File: src/hw/rtl/npc_pkg.sv
// Shared types and codes for the near-plane triangle clipper.
// No dependencies.
package npc_pkg;

  localparam int CoordW = 32;
  localparam int FracW  = 16;
  localparam int QDepth = 2;

  // Kinds of work that the front hands to the back
  localparam logic [1:0] KIND_PASS = 2'd0;
  localparam logic [1:0] KIND_ONE  = 2'd1;
  localparam logic [1:0] KIND_TWO  = 2'd2;

  typedef struct packed {
    logic signed [CoordW-1:0] x;
    logic signed [CoordW-1:0] y;
    logic signed [CoordW-1:0] z;
  } vtx_t;

  // Queue entry: kind plus vertices in canonical order.
  // ONE: s0 inside, s1/s2 outside (index order); crossings s0->s1, s0->s2.
  // TWO: s0 = i1, s1 = i2, s2 = outside; crossings s0->s2, s1->s2.
  typedef struct packed {
    logic [1:0] kind;
    vtx_t       s0;
    vtx_t       s1;
    vtx_t       s2;
  } entry_t;

endpackage

File: src/hw/rtl/npc_front.sv
// Front: classifies a triangle against the near plane and reorders its vertices.
// Depends on npc_pkg.
module npc_front (
  input  npc_pkg::vtx_t                   v0,
  input  npc_pkg::vtx_t                   v1,
  input  npc_pkg::vtx_t                   v2,
  input  logic signed [npc_pkg::CoordW-1:0] near_z,
  output logic                            keep,
  output npc_pkg::entry_t                 ent
);

  logic [2:0] in_view;

  assign in_view[0] = v0.z >= near_z;
  assign in_view[1] = v1.z >= near_z;
  assign in_view[2] = v2.z >= near_z;

  // Pick kind and canonical vertex order
  always_comb begin
    keep    = 1'b1;
    ent     = '{kind: npc_pkg::KIND_PASS, s0: v0, s1: v1, s2: v2};
    case (in_view)
      3'b000: keep = 1'b0;
      3'b111: ent.kind = npc_pkg::KIND_PASS;
      3'b001: ent = '{kind: npc_pkg::KIND_ONE, s0: v0, s1: v1, s2: v2};
      3'b010: ent = '{kind: npc_pkg::KIND_ONE, s0: v1, s1: v0, s2: v2};
      3'b100: ent = '{kind: npc_pkg::KIND_ONE, s0: v2, s1: v0, s2: v1};
      3'b110: ent = '{kind: npc_pkg::KIND_TWO, s0: v1, s1: v2, s2: v0};
      3'b101: ent = '{kind: npc_pkg::KIND_TWO, s0: v2, s1: v0, s2: v1};
      3'b011: ent = '{kind: npc_pkg::KIND_TWO, s0: v0, s1: v1, s2: v2};
      default: keep = 1'b0;
    endcase
  end

endmodule

File: config.mk
export PLATFORM = sky130hd
export DESIGN_NAME = npc_front
export DESIGN_NICKNAME = d
export VERILOG_FILES = /design/src/hw/rtl/npc_pkg.sv /design/src/hw/rtl/npc_front.sv
export SDC_FILE = /design/constraint.sdc
export NUM_CORES = 1
export LEC_CHECK = 0
export ABC_AREA = 1
export BUFFER_PORTS_ARGS = -buffer_cell sky130_fd_sc_hd__buf_2
export CAP_MARGIN = 30
export CORE_AREA = 8 8 234 236
export DETAILED_ROUTE_END_ITERATION = 8
export DIE_AREA = 0 0 242 244
export GPL_TIMING_DRIVEN = 0
export SYNTH_ARGS = -nofsm -noshare
export SYNTH_HDL_FRONTEND = slang
export SYNTH_SLANG_ARGS = --single-unit
export TNS_END_PERCENT = 5
File: constraint.sdc
create_clock -name vclk -period 2.8
set_input_delay 0.56 -clock vclk [all_inputs]
set_output_delay 0.56 -clock vclk [all_outputs]
set_load 0.02 [all_outputs]
[After elaboration in Yosys (flattened, before gate mapping)]
Index checks and enable logic that the tools add are counted.
Word-level totals
  register bits after elaboration: 0
  latch bits: 0
  RAM bits: 0
  memory bits (read-only): 0
  input bits: 320
  output and inout bits: 291
  logic and storage cells: 16
  memories: 0
Operators by class
  $add $sub $neg: 0
  multipliers: 0
  div/mod/pow operators: 0
  order comparisons: 3
  equality and inequality tests: 6
  shift operators: 0
  multiplexer cells: 3
  bitwise logic cells: 0
  reductions and logical operators: 4
Operator list (count)
  $pmux W288 S3: 1
  $ge A32 B32 Y1: 3
  $eq A3 B3 Y1 const B: 3
  $eq A3 B2 Y1 const B: 2
  $reduce_or A3 Y1: 2
  $pmux W2 S2: 1
  $eq A3 B1 Y1 const B: 1
  $logic_not A3 Y1: 1
  $reduce_or A2 Y1: 1
  $mux W1: 1

[Depth between registers and ports, before layout]
  depth after elaboration: 4
  gate-level depth with buffers: 23
  mapped depth without buffers: 20

[Worst setup path after synthesis]
No wires, ideal clock.
  path kind: input port to output port
  start: input port near_z[23] (netlist name)
  end: output port ent[288] (netlist name)
  arrival time: 2766 ps
  required time: 2240 ps
  path slack: -526 ps
  cell stages on the path: 13
  buffers on the path: 2
  cell sequence: inv_1 -> ha_1 -> a21oi_1 -> o21a_1 -> nand2_1 -> a21oi_1 -> nand3_1 -> nand2_2 -> nor2_4 -> buf_2 -> buf_4 -> nand3_1 -> a21boi_0
RTL lines
  start: declaration: RTL line npc_front.sv:7  | input logic signed [npc_pkg::CoordW-1:0] near_z,
  end: declaration: RTL line npc_front.sv:9  | output npc_pkg::entry_t ent

==> reports/results.ini <==
[routing]
via_per_inst=5.21
ant_nets=0
post_drt_wl_per_cell_microns=25.3
drc=0
wl_microns=78700
dr.pass1.iters=6
initialDrtViolationCount=1474
vias=16200

[hold_path]
hold_end=ent[21]
hold_depth=4
hold_start=v2[21]
hp-class=in2out

[timing]
finalCritPeriodShare_pct=134
timing.setup.tns_ps=-247850
hold_ws_ps=1450
relSlewSlack_pct=65.3
fin_crit_ps=3760
final_max_slew_viol_count=0
final_hold_viol_count=0
fin_ws_ps=-960
fmax_ghz=0.266
max_slew.worst_pin.slew_ps=520
rsz0062_at_grt=yes
setup_viol=291

[finish]
design_area_sq_um=16700
seqCellArea_sq_um=0
final_cells=3111
area_growth_pct=88.4
finalNetCount=2835
n_clock_buffer=0
nFlopsAndLatches=0
drive_gt1_share_pct=44.5

[placement]
gp_congestion=0.945
dpl.hpwl_microns=62000
portBuffers=611
placed_cell_area_sq_um=13300
dp.cells=3062

[status]
violations=negative setup slack
status=finished with violations

[logic_synthesis]
synthMuxAreaShare_pct=0
avgSynthCellArea_sq_um=4.99
synth_xor_xnor_area_share_pct=0
yosys.area_share.simple_pct=71.2
synth_top_family_by_area=simple AND/OR/NAND/NOR gates
synthCells=1771
synth_fp_nets=2187
yosysUniqueCellTypes=32
synth_compound_area_share_pct=3.85
syn_area_sq_um=8850
yosysSeqAreaShare_pct=0
yosysWarnings=0
synth_fa_ha_area_share_pct=13.6

[setup_path]
path_max_fanout=10
start_kind=primary input
crit_buf_inv=6
max_stage_delay_ps=270
critPathArrivalTime_ps=3200
crit_type=in2out
crit_slowest_cell=nor2_4
crit_family=simple AND/OR/NAND/NOR gates
required_ps=2240
cp-end-kind=output port
crit_top_cell=nand2_1
cp.depth=21
path_cells=buf_2, ha_4, nand2_2, inv_1, nand2_1, nand2_1, nand2_1, nand2_2, nand2_1, nand2_1, nand2_2, buf_4, a21oi_4, nor2_4, nand2_8, nor2_4, buf_8, buf_8, nand2_1, nand4_1, buf_6

[grt]
grt_pass1_wl_microns=109000
grtUsageTotal_pct=24.0
grt_overflow=0
antenna_found_initial=22
grt_max_degree=11
grt_pass1_vias=15300

[pwr]
finalPower_uw=8810
p_leak_uw=0.00857
peakVddDrop_uv=211
powerDensity_nw_per_um2=529

[die]
fp-row-count=83
dieHeight_microns=244
start_util_pct=17.4
die_w_microns=242
ios=611
die_area_sq_um=59000
core_area_sq_um=50900

[job]
cap_violations=0

## cell usage after synthesis, types with 2 or more instances
cell type,number,area share (%)
buf_2,65,3.7
a21o_1,3,0.25
o21a_1,5,0.42
o21ai_0,8,0.45
nor2_1,25,1.1
a21oi_1,40,2.3
inv_1,64,2.7
nor2_8,2,0.45
clkbuf_1,32,1.4
buf_6,9,1.1
nor2_4,3,0.38
nor3_1,2,0.11
buf_4,28,2.4
ha_1,96,14
nand4_1,201,14
nand2_1,876,37
nand3_1,297,17
## layout make-up
class	instances	area (sq um)
Timing Repair Buffer	646	4730
Tap cell	680	851
Antenna cell	14	35.0
Fill cell	5665	34200
Multi-Input combinational cell	1572	9400
Inverter	66	303
Buffer	133	1360
## per-stage QoR
stage          utilization, %  setup WS (ps)
2_1_floorplan               -           -270
3_3_place_gp             26.2          -1850
3_5_place_dp             26.2          -1820
4_1_cts                  29.7          -1080
5_1_grt                  32.7          -1040
6_report                 32.8           -960
## kinds of logic (layout without fill, tap and decap cells)
group                      after synthesis  in the layout
other                                    0             14
and+or+nand+nor                       1415           1416
adders and majority gates               96             96
buffers and inverters                  200            845
AOI/OAI and AO/OA                       60             60
## power by group
group	switching [uW]	leakage (uW)	total [uW]	internal, uW
Clock	0	0.0000000891	0.000599	0.000599
Sequential	0	0	0	0
Combinational	5480	0.00857	8810	3330
## placed cells by master (no fill, tap or decap), drive strengths merged
| master | synthesis | routed |
|---|---|---|
| nand2 | 878 | 878 |
| buf | 102 | 741 |
| nand3 | 298 | 298 |
| nand4 | 201 | 201 |
| ha | 96 | 96 |
| inv | 66 | 65 |
| a21oi | 41 | 41 |
| clkbuf | 32 | 38 |
| nor2 | 31 | 32 |
| diode | 0 | 14 |
| o21ai | 9 | 9 |
| o21a | 5 | 5 |
| a21o | 3 | 3 |
| nor4 | 2 | 2 |
| nor3 | 2 | 2 |
| o21bai | 1 | 1 |
| nor3b | 1 | 1 |
| clkinv | 0 | 1 |
| a21boi | 1 | 1 |
| nand3b | 1 | 1 |
| and3 | 1 | 1 |
## repair_timing
| item | in CTS | in global routing |
|---|---|---|
| pin swaps | 67 | 52 |
| endpoints found under the setup margin | 291 | 291 |
| buffers inserted | 16 | 13 |
| resized for setup | 473 | 362 |
| gates cloned | 3 | 5 |
| hold buffers | 0 | 0 |
## how the worst max path moves through the flow
| stage | to | slack (ps) | start |
|---|---|---|---|
| after floorplan | ent[152] | -270 | near_z[23] |
| after global placement | ent[160] | -1850 | v2[7] |
| after detailed placement | ent[160] | -1820 | v2[7] |
| after CTS | ent[160] | -1080 | v1[5] |
| after global routing | ent[160] | -1040 | v0[5] |
| final | ent[132] | -960 | v0[3] |
## worst min-delay path: stages
cell,delay [ps]
buf_8,80
nand2_1,60
nand3_2,70
buf_6,110
## layer usage
metal  vias up  share of wire (%)  track usage, %
li1       7324                  -               -
met1      7595                 39            28.9
met2      1088                 47            41.4
met3       206                9.0            5.01
met4        10                4.9            9.97
met5         -              0.088               0
Note: power is estimated with default switching activity, not from simulation.
