$ cat src/hw/rtl/npc_pkg.sv
// Shared types and codes for the near-plane triangle clipper.
// No dependencies.
package npc_pkg;

  localparam int CoordW = 32;
  localparam int FracW  = 16;
  localparam int QDepth = 2;

  // Kinds of work that the front hands to the back
  localparam logic [1:0] KIND_PASS = 2'd0;
  localparam logic [1:0] KIND_ONE  = 2'd1;
  localparam logic [1:0] KIND_TWO  = 2'd2;

  typedef struct packed {
    logic signed [CoordW-1:0] x;
    logic signed [CoordW-1:0] y;
    logic signed [CoordW-1:0] z;
  } vtx_t;

  // Queue entry: kind plus vertices in canonical order.
  // ONE: s0 inside, s1/s2 outside (index order); crossings s0->s1, s0->s2.
  // TWO: s0 = i1, s1 = i2, s2 = outside; crossings s0->s2, s1->s2.
  typedef struct packed {
    logic [1:0] kind;
    vtx_t       s0;
    vtx_t       s1;
    vtx_t       s2;
  } entry_t;

endpackage

$ cat src/hw/rtl/npc_queue.sv
// Two-entry queue between the front and the back.
// Depends on npc_pkg.
module npc_queue (
  input  logic            clk,
  input  logic            rst,
  input  logic            push,
  input  npc_pkg::entry_t push_ent,
  input  logic            pop,
  output logic            full,
  output logic            empty,
  output npc_pkg::entry_t head
);

  npc_pkg::entry_t ents [npc_pkg::QDepth];
  logic            wp;
  logic            rp;
  logic [1:0]      count;

  assign full  = count == 2'(npc_pkg::QDepth);
  assign empty = count == 2'd0;
  assign head  = ents[rp];

  // Storage
  always_ff @(posedge clk) begin
    if (push) ents[wp] <= push_ent;
  end

  // Pointers and fill count
  always_ff @(posedge clk) begin
    if (rst) begin
      wp    <= 1'b0;
      rp    <= 1'b0;
      count <= 2'd0;
    end else begin
      if (push) wp <= ~wp;
      if (pop)  rp <= ~rp;
      count <= count + 2'(push) - 2'(pop);
    end
  end

endmodule

$ cat config.mk
export PLATFORM = sky130hd
export DESIGN_NAME = npc_queue
export DESIGN_NICKNAME = d
export VERILOG_FILES = /design/src/hw/rtl/npc_pkg.sv /design/src/hw/rtl/npc_queue.sv
export SDC_FILE = /design/constraint.sdc
export NUM_CORES = 1
export LEC_CHECK = 0
export ABC_AREA = 1
export BUFFER_PORTS_ARGS = -buffer_cell sky130_fd_sc_hd__buf_4
export CAP_MARGIN = 30
export CELL_PAD_IN_SITES_DETAIL_PLACEMENT = 2
export CELL_PAD_IN_SITES_GLOBAL_PLACEMENT = 2
export CORE_UTILIZATION = 38
export DETAILED_ROUTE_END_ITERATION = 8
export GPL_TIMING_DRIVEN = 0
export PLACE_DENSITY = 0.78
export SYNTH_ARGS = -nofsm -noshare
export SYNTH_HDL_FRONTEND = slang
export SYNTH_SLANG_ARGS = --single-unit
$ cat constraint.sdc
create_clock -name clk -period 18.8 [get_ports clk]
set_clock_uncertainty 0.1 [all_clocks]
set_input_delay 0 -clock clk [delete_from_list [all_inputs] [get_ports clk]]
set_output_delay 0 -clock clk [all_outputs]
set_load 0.02 [all_outputs]
# After elaboration in Yosys (flattened, before gate mapping)
# Memories as Yosys holds them, arrays and structs flattened. A register that Yosys moved wholly into a read port is not among the register bits.
# Cells that the tools add are included.
[op_classes]
n_addsub = 2
eq_ne = 1
mux = 4
bitwise_logic = 2
reduce_logical = 1
[ops]
columns = ["cell", "n"]
rows = [
  ["1-bit 2-to-1 mux", 4],
  ["2-bit by 1-bit adder with 2-bit output", 1],
  ["2-bit == test, second input constant", 1],
  ["2-bit zero test", 1],
  ["1-bit NOT", 2],
  ["2-bit by 1-bit subtractor with 2-bit output", 1],
]
[totals]
regBits = 4
ram_bits = 580
input_bits = 294
out_inout_bits = 292
n_memories = 1
[mem_list]
columns = ["name", "depth", "width", "read_ports", "rd_ports_with_merged_regs", "write_ports", "line_no", "text"]
rows = [
  ["ents", 2, 290, 1, 1, 1, "npc_queue.sv:14", "npc_pkg::entry_t ents [npc_pkg::QDepth];"],
]

# Longest topological paths before layout
[logic_depth]
depth_word = 3
depth_mapped = 9
mapped_depth_nobuf = 9

# Least setup slack after synthesis
# No wires, ideal clock.
[synth_timing]
path_type = "register to register"
from = "register wp"
to = "memory ents[0][0] (netlist bit) (enable)"
t_arrival_ns = 12.302
setup_slack_ns = 5.443
path_stages_with_launch = 2
path_buffers = 0
path_cell_list = "dfxtp_1 > nor2_1"
[synth_lines]
columns = ["element", "line_no", "text"]
rows = [
  ["start, declared", "npc_queue.sv:15", "logic wp;"],
  ["start signal, assigned", "npc_queue.sv:35", "if (push) wp <= ~wp;"],
  ["end, declared", "npc_queue.sv:14", ""],
]
# Straight into the memory's write port.

# Worst setup path in the final report
[layout_timing]
from = "register wp"
to = "memory ents[0][219] (netlist bit) (enable)"
# Straight into the memory's write port.

==> impl_metrics.json <==
{
  "p_leak_uw": 0.01278,
  "ant_nets": 0,
  "end_kind": "flop",
  "hold_path.class": "input pin to flop",
  "clkLatencyLatePin_ns": 0.63,
  "rrSetupSlack_ns": 15.93,
  "area_delta_synth_final_pct": 54.14,
  "crit_arrival_ns": 3.09,
  "timing.rr.start": "wp",
  "setup_viol": 0,
  "synth_fp_nets": 1229,
  "drive_gt1_frac": 0.4922,
  "grt_overflow_total": 0,
  "cts_setup_buffers": 0,
  "design_area_um2": 33160,
  "hpwl_mm": 46.79,
  "cts.path.max_buffers": 3,
  "worst_hold_path.endpoint": "ents[1][1]",
  "most-common-layout-cells": "586 x buf_4, 580 x edfxtp_1, 410 x dlygate4sd3_1",
  "final_common_cell": "buf_4",
  "gp_congestion": 0.7560,
  "grt_pass1_wl_mm": 130.4,
  "intPower_uw": 2434,
  "cts.sinks": 585,
  "rsz0062_at_grt": "no",
  "cts_tree": "yes",
  "synth_seq_cells": 585,
  "seqPwrFrac": 0.457,
  "dp.cells": 2278,
  "power_frac_clock": 0.372,
  "die_w_um": 239.9,
  "clk_transition_reported_paths_ns": 0.09,
  "ioPinCount": 586,
  "slew_viol_final": 0,
  "rr_worst_depth": 6,
  "drt_wl_total_mm": 99.83,
  "core_um2": 55520,
  "cp_num_buf_inv": 5,
  "ir_worst_vdd_uv": 116.4,
  "finalSetupTns_ns": 0,
  "drc_errors": 0,
  "required_ns": 19.01,
  "grtUsageTotal": 0.3263,
  "slowest_stage": "nor2_4",
  "r2r_end": "ents[0][219]",
  "p_per_area_nw_per_um2": 102.0,
  "wl_per_cell_um": 35.44,
  "cap_violations": 0,
  "fin_crit_sh": 0.1529,
  "synth_area_per_cell_um2": 23.06,
  "path_common_cell": "buf_12",
  "syn_area_um2": 21510,
  "drt-initial-drc-count": 1105,
  "outcome": "finished clean",
  "grt_pass1_vias": 16353,
  "dr.pass1.iters": 5,
  "critPathMaxStageDelay_ns": 0.72,
  "cts_max_level": 2,
  "tightest_slew_ns": 0.8931,
  "vias": 14335,
  "min_path_cells": 2,
  "max_freq_mhz": 347.9,
  "yosysSeqAreaShare": 0.8142,
  "drt-vias-per-instance": 5.089,
  "numCtsBuffers": 61,
  "cp_max_fo": 30,
  "root_buffer": "clkbuf_16",
  "num_rows": 86,
  "synthDistinctLibCells": 15,
  "die_area_um2": 57570,
  "numPortBuffers": 585,
  "hold_buffers": 410,
  "grt_max_degree": 119,
  "yosys_warnings": 0,
  "hold_ws_ns": 0.02501,
  "antenna_found_initial": 13,
  "crit_chain": "nor2_4 -> buf_12 -> buf_12 -> buf_12 -> buf_12 -> buf_16",
  "criticalPathCategory": "flop to flop",
  "finalHoldViolations": 0,
  "p_sw_uw": 948.8,
  "instances_no_fill": 2817,
  "path_delay_family": "buffers and inverters",
  "relSlewSlack": 0.4032,
  "die_y_um": 239.9,
  "ctsResizeCount": 0,
  "synth_cells": 933,
  "worst_setup_path_start_kind": "flop",
  "nets": 2299,
  "hold_start": "push_ent[1]",
  "switching_share": 0.2804,
  "period_minus_slack_ns": 2.874,
  "p_comb_frac": 0.171,
  "placed_cell_area_um2": 27120,
  "initial_core_util": 0.3875
}
[power by group through the flow]
| stage | Sequential [uW] | Clock (uW) | Combinational [uW] |
|---|---|---|---|
| 2_1_floorplan | 1580 | 0 | 235 |
| 4_1_cts | 1530 | 1180 | 541 |
| 3_3_place_gp | 1590 | 0 | 434 |
| 5_1_grt | 1550 | 1310 | 592 |
| 6_report | 1550 | 1260 | 578 |
| 3_5_place_dp | 1560 | 0 | 462 |
[cells by family (layout without fill, tap and decap cells)]
group,count (synthesis),after routing,share of synthesized area
other cells,0,15,0
flops,585,585,0.8142
buf+inv,40,1161,0.01216
mux,290,290,0.1692
xor+xnor,1,1,0.0004072
compound gates,1,1,0.0002324
simple gates,14,14,0.002558
fa+ha+maj,2,2,0.001163
[per-layer routing]
| metal | GRT usage | wire [um] | vias up |
|---|---|---|---|
| met5 | 0 | 22 | - |
| met4 | 0.1009 | 3707 | 4 |
| met3 | 0.07669 | 6673 | 182 |
| met2 | 0.6186 | 54180 | 753 |
| met1 | 0.3565 | 35250 | 7526 |
| li1 | - | - | 5870 |
[per-stage QoR]
step	total power (uW)	worst slack, ns	utilization
after floorplan	1811	5.443	-
after global placement	2028	-2.012	0.4834
after detailed placement	2022	16.10	0.4884
after CTS	3255	16.09	0.5966
after global routing	3453	15.88	0.5971
final	3383	15.93	0.5972
[sequential cells by signal (all words and copies together), names as in the netlist, named ones only]
register	count
count	2
rp	1
wp	1
ents	580
[Yosys cell counts, drive strengths merged]
cell,n,share of area
inv,8,0.0014
nand3,1,0.00023
xnor2,1,0.00041
a21oi,1,0.00023
dfxtp,5,0.0047
nand2,4,0.00070
nor2,8,0.0014
mux2,290,0.17
ha,2,0.0012
edfxtp,580,0.81
nor3,1,0.00023
buf,32,0.011
[worst reg2reg max path: cells and delay by family (launching register included)]
| family | cells | cell delay [ns] |
|---|---|---|
| buf+inv | 5 | 1.34 |
| flops | 1 | 0.38 |
| simple gates | 1 | 0.72 |
[cell type report]
cell class | instances | area (um^2)
Antenna cell | 15 | 37.54
Buffer | 32 | 231.5
Clock buffer | 83 | 1669
Clock inverter | 31 | 231.5
Fill cell | 4739 | 22360
Inverter | 8 | 37.54
Multi-Input combinational cell | 308 | 3742
Sequential cell | 585 | 17520
Tap cell | 748 | 935.9
Timing Repair Buffer | 1007 | 8758
[worst max-delay path by stage]
stage,endpoint,cells after the start,slack [ns],start
4_1_cts,ents[0][220],6,16.09,wp
3_3_place_gp,ents[0][206],3,-2.01,push
5_1_grt,ents[0][225],6,15.88,wp
2_1_floorplan,ents[0][0],1,5.44,wp
3_5_place_dp,ents[0][228],6,16.10,wp
6_report,ents[0][219],6,15.93,wp
(Power assumes the default switching activity.)
